`src/sv/mipid_pkg.sv`:
```
// Package with the shared types, widths and register codes of the incremental PID block.
`timescale 1ns / 1ps

package mipid_pkg;

    localparam int DEF_CHANNELS       = 3;
    localparam int DEF_COEF_FRAC_BITS = 12;

    localparam int DATA_W = 16;
    localparam int ERR_W  = 17;
    localparam int PROD_W = DATA_W + ERR_W;
    localparam int ACC_W  = 36;

    localparam logic [1:0] CFG_GAIN_CURRENT = 2'd0;
    localparam logic [1:0] CFG_GAIN_LAST    = 2'd1;
    localparam logic [1:0] CFG_GAIN_OLDER   = 2'd2;

    typedef struct packed {
        logic [1:0]               channel;
        logic signed [DATA_W-1:0] reference_speed;
        logic signed [DATA_W-1:0] measured_speed;
        logic signed [DATA_W-1:0] previous_drive;
    } t_in_item;

    typedef struct packed {
        logic signed [DATA_W-1:0] drive;
        logic                     clipped;
    } t_out_item;

    typedef struct packed {
        logic signed [DATA_W-1:0] gain_current;
        logic signed [DATA_W-1:0] gain_last;
        logic signed [DATA_W-1:0] gain_older;
    } t_gains;

    typedef struct packed {
        logic signed [ERR_W-1:0]  err;
        logic signed [ERR_W-1:0]  last_err;
        logic signed [ERR_W-1:0]  older_err;
        logic signed [DATA_W-1:0] prev;
        logic                     ref_zero;
    } t_hist_stage;

    typedef struct packed {
        logic signed [PROD_W-1:0] p_current;
        logic signed [PROD_W-1:0] p_last;
        logic signed [PROD_W-1:0] p_older;
        logic signed [DATA_W-1:0] prev;
        logic                     ref_zero;
    } t_prod_stage;

endpackage

```
`src/sv/mipid_hist.sv`:
```
// Input stage: error calculation and per-channel error history.
`timescale 1ns / 1ps

module mipid_hist
    import mipid_pkg::*;
#(
    parameter int CHANNELS = DEF_CHANNELS
) (
    input  logic        i_clk,
    input  logic        i_rst_n,
    input  logic        i_valid,
    output logic        o_ready,
    input  t_in_item    i_item,
    input  logic        i_next_ready,
    output logic        o_valid,
    output t_hist_stage o_stage
);

    localparam int IDX_W = (CHANNELS > 1) ? $clog2(CHANNELS) : 1;

    logic signed [ERR_W-1:0] r_last  [CHANNELS];
    logic signed [ERR_W-1:0] r_older [CHANNELS];
    logic                    r_valid;
    t_hist_stage             r_stage;
    t_hist_stage             n_stage;
    logic [3:0]              ch_ext;
    logic [IDX_W-1:0]        idx;
    logic signed [ERR_W-1:0] err;
    logic                    take;

    assign o_ready = !r_valid || i_next_ready;
    assign take    = i_valid && o_ready;
    assign ch_ext  = 4'(i_item.channel);
    assign idx     = (ch_ext >= 4'(CHANNELS)) ? IDX_W'(CHANNELS - 1) : IDX_W'(ch_ext);
    assign err     = ERR_W'(i_item.reference_speed) - ERR_W'(i_item.measured_speed);

    always_comb begin
        n_stage.err       = err;
        n_stage.last_err  = r_last[idx];
        n_stage.older_err = r_older[idx];
        n_stage.prev      = i_item.previous_drive;
        n_stage.ref_zero  = (i_item.reference_speed == '0);
    end

    always_ff @(posedge i_clk) begin
        if (!i_rst_n) begin
            r_valid <= 1'b0;
            for (int k = 0; k < CHANNELS; k++) begin
                r_last[k]  <= '0;
                r_older[k] <= '0;
            end
        end else begin
            if (o_ready) begin
                r_valid <= i_valid;
            end
            if (take) begin
                r_last[idx]  <= err;
                r_older[idx] <= r_last[idx];
            end
        end
    end

    always_ff @(posedge i_clk) begin
        if (take) begin
            r_stage <= n_stage;
        end
    end

    assign o_valid = r_valid;
    assign o_stage = r_stage;

endmodule

```
`src/sv/mipid_mult.sv`:
```
// Product stage: the three gain multiplications.
`timescale 1ns / 1ps

module mipid_mult
    import mipid_pkg::*;
(
    input  logic        i_clk,
    input  logic        i_rst_n,
    input  logic        i_valid,
    output logic        o_ready,
    input  t_hist_stage i_stage,
    input  t_gains      i_gains,
    input  logic        i_next_ready,
    output logic        o_valid,
    output t_prod_stage o_stage
);

    logic        r_valid;
    t_prod_stage r_stage;
    t_prod_stage n_stage;

    assign o_ready = !r_valid || i_next_ready;

    always_comb begin
        n_stage.p_current = PROD_W'(i_gains.gain_current) * PROD_W'(i_stage.err);
        n_stage.p_last    = PROD_W'(i_gains.gain_last) * PROD_W'(i_stage.last_err);
        n_stage.p_older   = PROD_W'(i_gains.gain_older) * PROD_W'(i_stage.older_err);
        n_stage.prev      = i_stage.prev;
        n_stage.ref_zero  = i_stage.ref_zero;
    end

    always_ff @(posedge i_clk) begin
        if (!i_rst_n) begin
            r_valid <= 1'b0;
        end else if (o_ready) begin
            r_valid <= i_valid;
        end
    end

    always_ff @(posedge i_clk) begin
        if (i_valid && o_ready) begin
            r_stage <= n_stage;
        end
    end

    assign o_valid = r_valid;
    assign o_stage = r_stage;

endmodule

```
`src/sv/mipid_sat.sv`:
```
// Output stage: sum, scaling toward zero, saturation and the result register.
`timescale 1ns / 1ps

module mipid_sat
    import mipid_pkg::*;
#(
    parameter int COEF_FRAC_BITS = DEF_COEF_FRAC_BITS
) (
    input  logic        i_clk,
    input  logic        i_rst_n,
    input  logic        i_valid,
    output logic        o_ready,
    input  t_prod_stage i_stage,
    input  logic        i_out_stall,
    output logic        o_out_valid,
    output t_out_item   o_out_item
);

    localparam logic signed [ACC_W-1:0] BIAS    = ACC_W'((64'sd1 <<< COEF_FRAC_BITS) - 64'sd1);
    localparam logic signed [ACC_W-1:0] MAX_OUT = ACC_W'(32767);
    localparam logic signed [ACC_W-1:0] MIN_OUT = -ACC_W'(32768);

    logic                    r_valid;
    t_out_item               r_item;
    t_out_item               n_item;
    logic signed [ACC_W-1:0] acc;
    logic signed [ACC_W-1:0] quot;

    assign o_ready = !r_valid || !i_out_stall;

    assign acc  = ACC_W'(i_stage.p_current) + ACC_W'(i_stage.p_last)
                + ACC_W'(i_stage.p_older) + (ACC_W'(i_stage.prev) <<< COEF_FRAC_BITS);
    assign quot = (acc + (acc[ACC_W-1] ? BIAS : ACC_W'(0))) >>> COEF_FRAC_BITS;

    always_comb begin
        if (i_stage.ref_zero) begin
            n_item.drive   = '0;
            n_item.clipped = 1'b0;
        end else if (quot > MAX_OUT) begin
            n_item.drive   = DATA_W'(MAX_OUT);
            n_item.clipped = 1'b1;
        end else if (quot < MIN_OUT) begin
            n_item.drive   = DATA_W'(MIN_OUT);
            n_item.clipped = 1'b1;
        end else begin
            n_item.drive   = DATA_W'(quot);
            n_item.clipped = 1'b0;
        end
    end

    always_ff @(posedge i_clk) begin
        if (!i_rst_n) begin
            r_valid <= 1'b0;
        end else if (o_ready) begin
            r_valid <= i_valid;
        end
    end

    always_ff @(posedge i_clk) begin
        if (i_valid && o_ready) begin
            r_item <= n_item;
        end
    end

    assign o_out_valid = r_valid;
    assign o_out_item  = r_item;

endmodule

```
`src/sv/multichannel_incremental_pid.sv`:
```
// Top level of the multichannel velocity-form PID controller.
`timescale 1ns / 1ps

// The block takes one transaction per clock while o_in_stall is low, and returns one result
// per transaction, in order. A result passes through the input stage register, the product
// stage register and the output register, and is taken when the output is not stalled. The
// error history of each channel is updated when the transaction is accepted, so transactions
// for the same channel may follow each other in consecutive cycles. The pipeline has an input
// stage that forms the error and reads the channel history, a stage with the three gain
// multipliers, and a stage that sums, scales toward zero and saturates into the output
// register. Gains should be written only while no transaction is in flight.
module multichannel_incremental_pid
    import mipid_pkg::*;
#(
    parameter int CHANNELS       = DEF_CHANNELS,
    parameter int COEF_FRAC_BITS = DEF_COEF_FRAC_BITS
) (
    input  logic              i_clk,
    input  logic              i_rst_n,
    input  logic              i_in_valid,
    output logic              o_in_stall,
    input  t_in_item          i_in_item,
    output logic              o_out_valid,
    input  logic              i_out_stall,
    output t_out_item         o_out_item,
    input  logic              i_cfg_valid,
    output logic              o_cfg_ready,
    input  logic [1:0]        i_cfg_index,
    input  logic [DATA_W-1:0] i_cfg_data
);

    t_gains      r_gains;
    logic        hist_ready;
    logic        hist_valid;
    t_hist_stage hist_stage;
    logic        mult_ready;
    logic        mult_valid;
    t_prod_stage mult_stage;
    logic        sat_ready;

    assign o_cfg_ready = 1'b1;
    assign o_in_stall  = !hist_ready;

    always_ff @(posedge i_clk) begin
        if (!i_rst_n) begin
            r_gains <= '0;
        end else if (i_cfg_valid && o_cfg_ready) begin
            case (i_cfg_index)
                CFG_GAIN_CURRENT: r_gains.gain_current <= i_cfg_data;
                CFG_GAIN_LAST:    r_gains.gain_last    <= i_cfg_data;
                CFG_GAIN_OLDER:   r_gains.gain_older   <= i_cfg_data;
                default: begin
                end
            endcase
        end
    end

    mipid_hist #(
        .CHANNELS (CHANNELS)
    ) u_hist (
        .i_clk        (i_clk),
        .i_rst_n      (i_rst_n),
        .i_valid      (i_in_valid),
        .o_ready      (hist_ready),
        .i_item       (i_in_item),
        .i_next_ready (mult_ready),
        .o_valid      (hist_valid),
        .o_stage      (hist_stage)
    );

    mipid_mult u_mult (
        .i_clk        (i_clk),
        .i_rst_n      (i_rst_n),
        .i_valid      (hist_valid),
        .o_ready      (mult_ready),
        .i_stage      (hist_stage),
        .i_gains      (r_gains),
        .i_next_ready (sat_ready),
        .o_valid      (mult_valid),
        .o_stage      (mult_stage)
    );

    mipid_sat #(
        .COEF_FRAC_BITS (COEF_FRAC_BITS)
    ) u_sat (
        .i_clk       (i_clk),
        .i_rst_n     (i_rst_n),
        .i_valid     (mult_valid),
        .o_ready     (sat_ready),
        .i_stage     (mult_stage),
        .i_out_stall (i_out_stall),
        .o_out_valid (o_out_valid),
        .o_out_item  (o_out_item)
    );

endmodule

```
`config.mk`:
```
export PLATFORM = sky130hd
export DESIGN_NAME = multichannel_incremental_pid
export DESIGN_NICKNAME = d
export VERILOG_FILES = /design/src/sv/mipid_pkg.sv /design/src/sv/mipid_hist.sv /design/src/sv/mipid_mult.sv /design/src/sv/mipid_sat.sv /design/src/sv/multichannel_incremental_pid.sv
export SDC_FILE = /design/constraint.sdc
export NUM_CORES = 2
export LEC_CHECK = 0
export BUFFER_PORTS_ARGS = -buffer_cell sky130_fd_sc_hd__buf_2
export CAP_MARGIN = 10
export CORE_ASPECT_RATIO = 0.5
export CORE_MARGIN = 5
export CORE_UTILIZATION = 49
export CTS_BUF_LIST = sky130_fd_sc_hd__clkbuf_16
export CTS_CLUSTER_DIAMETER = 60
export DETAILED_ROUTE_END_ITERATION = 12
export PLACE_DENSITY = 0.73
export SYNTH_ARGS = -nofsm -noshare
export SYNTH_HDL_FRONTEND = slang
export SYNTH_SLANG_ARGS = --single-unit
```
`constraint.sdc`:
```
create_clock -name i_clk -period 7.9 [get_ports i_clk]
set_input_delay 1.185 -clock i_clk [delete_from_list [all_inputs] [get_ports i_clk]]
set_output_delay 1.185 -clock i_clk [all_outputs]
set_load 0.1 [all_outputs]
```
==> results by group <==
Clock tree
  • Root buffer cell: clkbuf_16
  • CTS sink cnt: 354
  • Max Root-Sink Buffers: 3
  • H-Tree Depth: 2
  • Total CTS buffers: 37
  • Reg clk slew, reported paths: 0.06 ns
  • CTS tree: yes
  • Clk Latency, worst-skew pair: 0.56 ns

Routing
  • Drt wl/cell: 19.8 um
  • Drt drc: 0
  • Pre-antenna DRT Iters: 5
  • Via count: 34000
  • WL final: 125000 um
  • Routed Antenna Nets: 0
  • DR iter-0 viols: 2795
  • Via-per-instance ratio: 5.37

Setup path
  • CP Max Fanout: 8
  • Most common cell on crit path: buf_4
  • WP data arrival: 8.24 ns
  • Crit Path Category: reg2reg
  • Setup crit end kind: flip-flop
  • Setup crit start kind: flip-flop
  • CP Data Required Time: 8.32 ns
  • Largest stage delay on the critical path: 0.54 ns
  • Slowest CP cell: fa_1

Cells and area
  • Fillers: 8440
  • FF/Latch Area: 0.0101 mm2
  • Multi-input gate area: 0.0337 mm2
  • Share of cells above drive strength 1: 8.90%
  • Area Overhead vs Synth: 9.21%
  • Commonest non-fill, non-tap cell in the layout: inv_1
  • Post-layout util: 53.7%
  • Most frequent cells in the layout: inv_1 (985), fa_1 (863), nand2_1 (631), and2_1 (324), ha_1 (324)
  • Final nets: 6228

Power and ir drop
  • Sequential power share: 23.1%
  • Peak VDD IR: 0.000274 V
  • Cell leakage power: 23.0 nW
  • Cell Pwr Density: 211 mW/mm2
  • NetSw: 0.00494 W
  • Comb power frac: 61.5%
  • Clock power frac: 15.4%
  • Pint: 0.00608 W
  • Switching fraction of total power: 44.8%

Yosys
  • Top post-synthesis cells by area: fa_1 (36%), edfxtp_1 (19%), ha_1 (8.6%), inv_1 (7.7%), nand2_1 (4.9%)
  • Post-Syn Nets: 6067
  • Post-synthesis xor/xnor area fraction: 3.14%
  • Compound-Gate Fraction of Synth Area: 7.02%
  • Flops & latches, synth: 354
  • Syn Area/Cell: 9.98 um2
  • Largest family of logic cells by synthesized area: adder cells
  • Synth async-reset ratio: 0%
  • YS warnings: 0
  • Post-synthesis mux area share: 0.731%
  • Adder-Cell Fraction of Synth Area: 44.7%
  • Simple-gate portion of the synthesized area: 14.2%
  • Post-synth EDFFs: 303
  • Post-synth top area share: 36.1%
  • Area leader, netlist: fa_1
  • Seq/Total Area, Yosys: 21.1%
  • Most used DFF post-synth: edfxtp_1
  • Post-Syn Area: 0.0479 mm2
  • Synth cell types: 96
  • Synthesized instance count: 4801

Global routing
  • First-pass GRT wire length: 201000 um
  • Initial antenna violation count: 11
  • GRT Total Usage: 24.6%
  • Grt total ovfl: 0
  • Largest net degree at the start of global routing: 72
  • Vias in the first global route: 36300

Floorplanning
  • Die Wd: 452 um
  • Die height: 231 um
  • I/O pin count: 93
  • FP Rows: 81
  • Die area: 0.104 mm2
  • Core Region: 0.0974 mm2
  • Initial cell density of the core: 49.2%

Run status
  • Outcome: complete, no violations

Timing
  • Final setup fails: 0
  • Worst Tran Pin Value: 1.21 ns
  • Setup Total Neg Slack: 0 ns
  • RSZ-0062 raised after global routing: yes
  • Endpoints failing hold: 0
  • Fmax: 0.128 GHz
  • Slew margin rel.: 19.0%
  • Max-slew violations: 0
  • Final period util: 99.1%
  • Worst Skew: 0.0280 ns
  • Tmin final: 7.83 ns

Placed design
  • IO buf count: 91
  • RD Place Congestion: 0.978
  • Hpwl dp: 102000 um

Flow run
  • Max Cap Viol: 0

Worst hold path
  • Hold Path Class: reg2reg
## power by group through the flow
stage / registers (W) / logic [W] / clock network (W)
after floorplan: 0.00257 / 0.00432 / 0
after global placement: 0.00257 / 0.00615 / 0
after detailed placement: 0.00258 / 0.00630 / 0
after CTS: 0.00254 / 0.00652 / 0.00173
after global routing: 0.00256 / 0.00746 / 0.00180
final: 0.00254 / 0.00678 / 0.00170
## through the flow
step	power (W)	hold WS (ns)	instance area [um2]	instances	worst slack [ns]
4_1_cts	0.0108	0.420	52100	6305	0.0259
3_5_place_dp	0.00888	0.405	50700	6222	-0.643
3_3_place_gp	0.00873	0.402	50700	6222	-0.323
2_1_floorplan	0.00689	0.400	47900	4801	0.00347
6_report	0.0110	0.417	52300	6319	0.0730
5_1_grt	0.0118	0.428	52300	6316	-0.239
## logic make-up after synthesis
kind of cell / count (synthesis)
XOR/XNOR: 171
other: 1
buffers and inverters: 1149
flip-flops: 354
AND/OR/NAND/NOR: 1409
adder cells (fa/ha/maj): 1193
multiplexers: 35
AO/OA/AOI/OAI: 489
## cell usage after synthesis, types with 4 or more instances
library cell,instances
inv_1,982
a21o_2,4
nand3b_1,8
nor2_1,185
nor3_1,35
and2_1,325
nand2_1,631
a31oi_1,8
o21ai_0,85
nand2b_1,66
a211oi_1,17
dfxtp_1,51
xor2_1,44
nor3b_1,5
a41oi_1,4
clkbuf_1,159
o21ai_2,10
xnor2_1,126
edfxtp_1,303
fa_1,864
mux2i_1,35
a211o_1,6
or2_2,15
and3_1,23
a21oi_1,126
nor2b_1,19
o211a_1,5
or4_1,5
o31ai_1,10
o21bai_1,14
ha_1,329
nand3_1,33
o211ai_1,10
nand4_1,9
nor4_1,11
a21o_1,57
a21boi_0,58
or3_1,12
o21a_1,25
## state kept, by name, indices dropped and copies added (netlist names)
register / cells
u_mult.o_valid: 1
u_hist.r_older: 51
u_hist.r_last: 51
u_hist.o_valid: 1
u_hist.o_stage: 68
u_mult.o_stage: 116
u_sat.o_out_valid: 1
r_gains: 48
u_sat.o_out_item: 17
## final timing paths
| path | start | to | slack (ns) | depth (start not counted) |
|---|---|---|---|---|
| setup reg to reg | u_mult.o_stage[84] | u_sat.o_out_item[3] | 0.07 | 42 |
| hold reg to reg | u_hist.o_stage[13] | u_mult.o_stage[13] | 0.42 | 0 |
| setup / recovery | u_mult.o_stage[84] | u_sat.o_out_item[3] | 0.07 | 42 |
| hold / removal | u_hist.o_stage[13] | u_mult.o_stage[13] | 0.42 | 0 |
## worst max-delay path, delay by kind of cell, from the launching register on
family	cells	cell delay (ns)
fa+ha+maj	4	1.40
simple gates	5	1.61
xor+xnor	1	0.09
flops	1	0.34
compound gates	14	2.16
buf+inv	18	2.06
## layer usage
layer | part of all wire, % | GRT usage [%]
met5 | 0.025 | 0
met3 | 9.0 | 4.82
met2 | 46 | 39.4
met1 | 42 | 34.2
met4 | 3.7 | 7.70
## cell type report
type                       instances  area share, %
clock inverter                    25          0.309
multi-input combinational       3299           64.4
inverter                         982           7.06
antenna                            3         0.0144
clock buffer                      40           1.91
sequential                       354           19.3
tap                             1328           3.18
timing repair buffer             288           3.80
## what timing repair did
| action | 4_1_cts | 5_1_grt |
|---|---|---|
| gates resized for setup | 24 | 35 |
| cloned | 1 | 0 |
| endpoints found under the hold margin | 0 | 0 |
| setup buffers | 17 | 11 |
| pin swaps | 11 | 33 |
| hold buffers | 0 | 0 |
| endpoints found under the setup margin | 17 | 18 |
No activity file was read; power rests on OpenSTA's default activity.
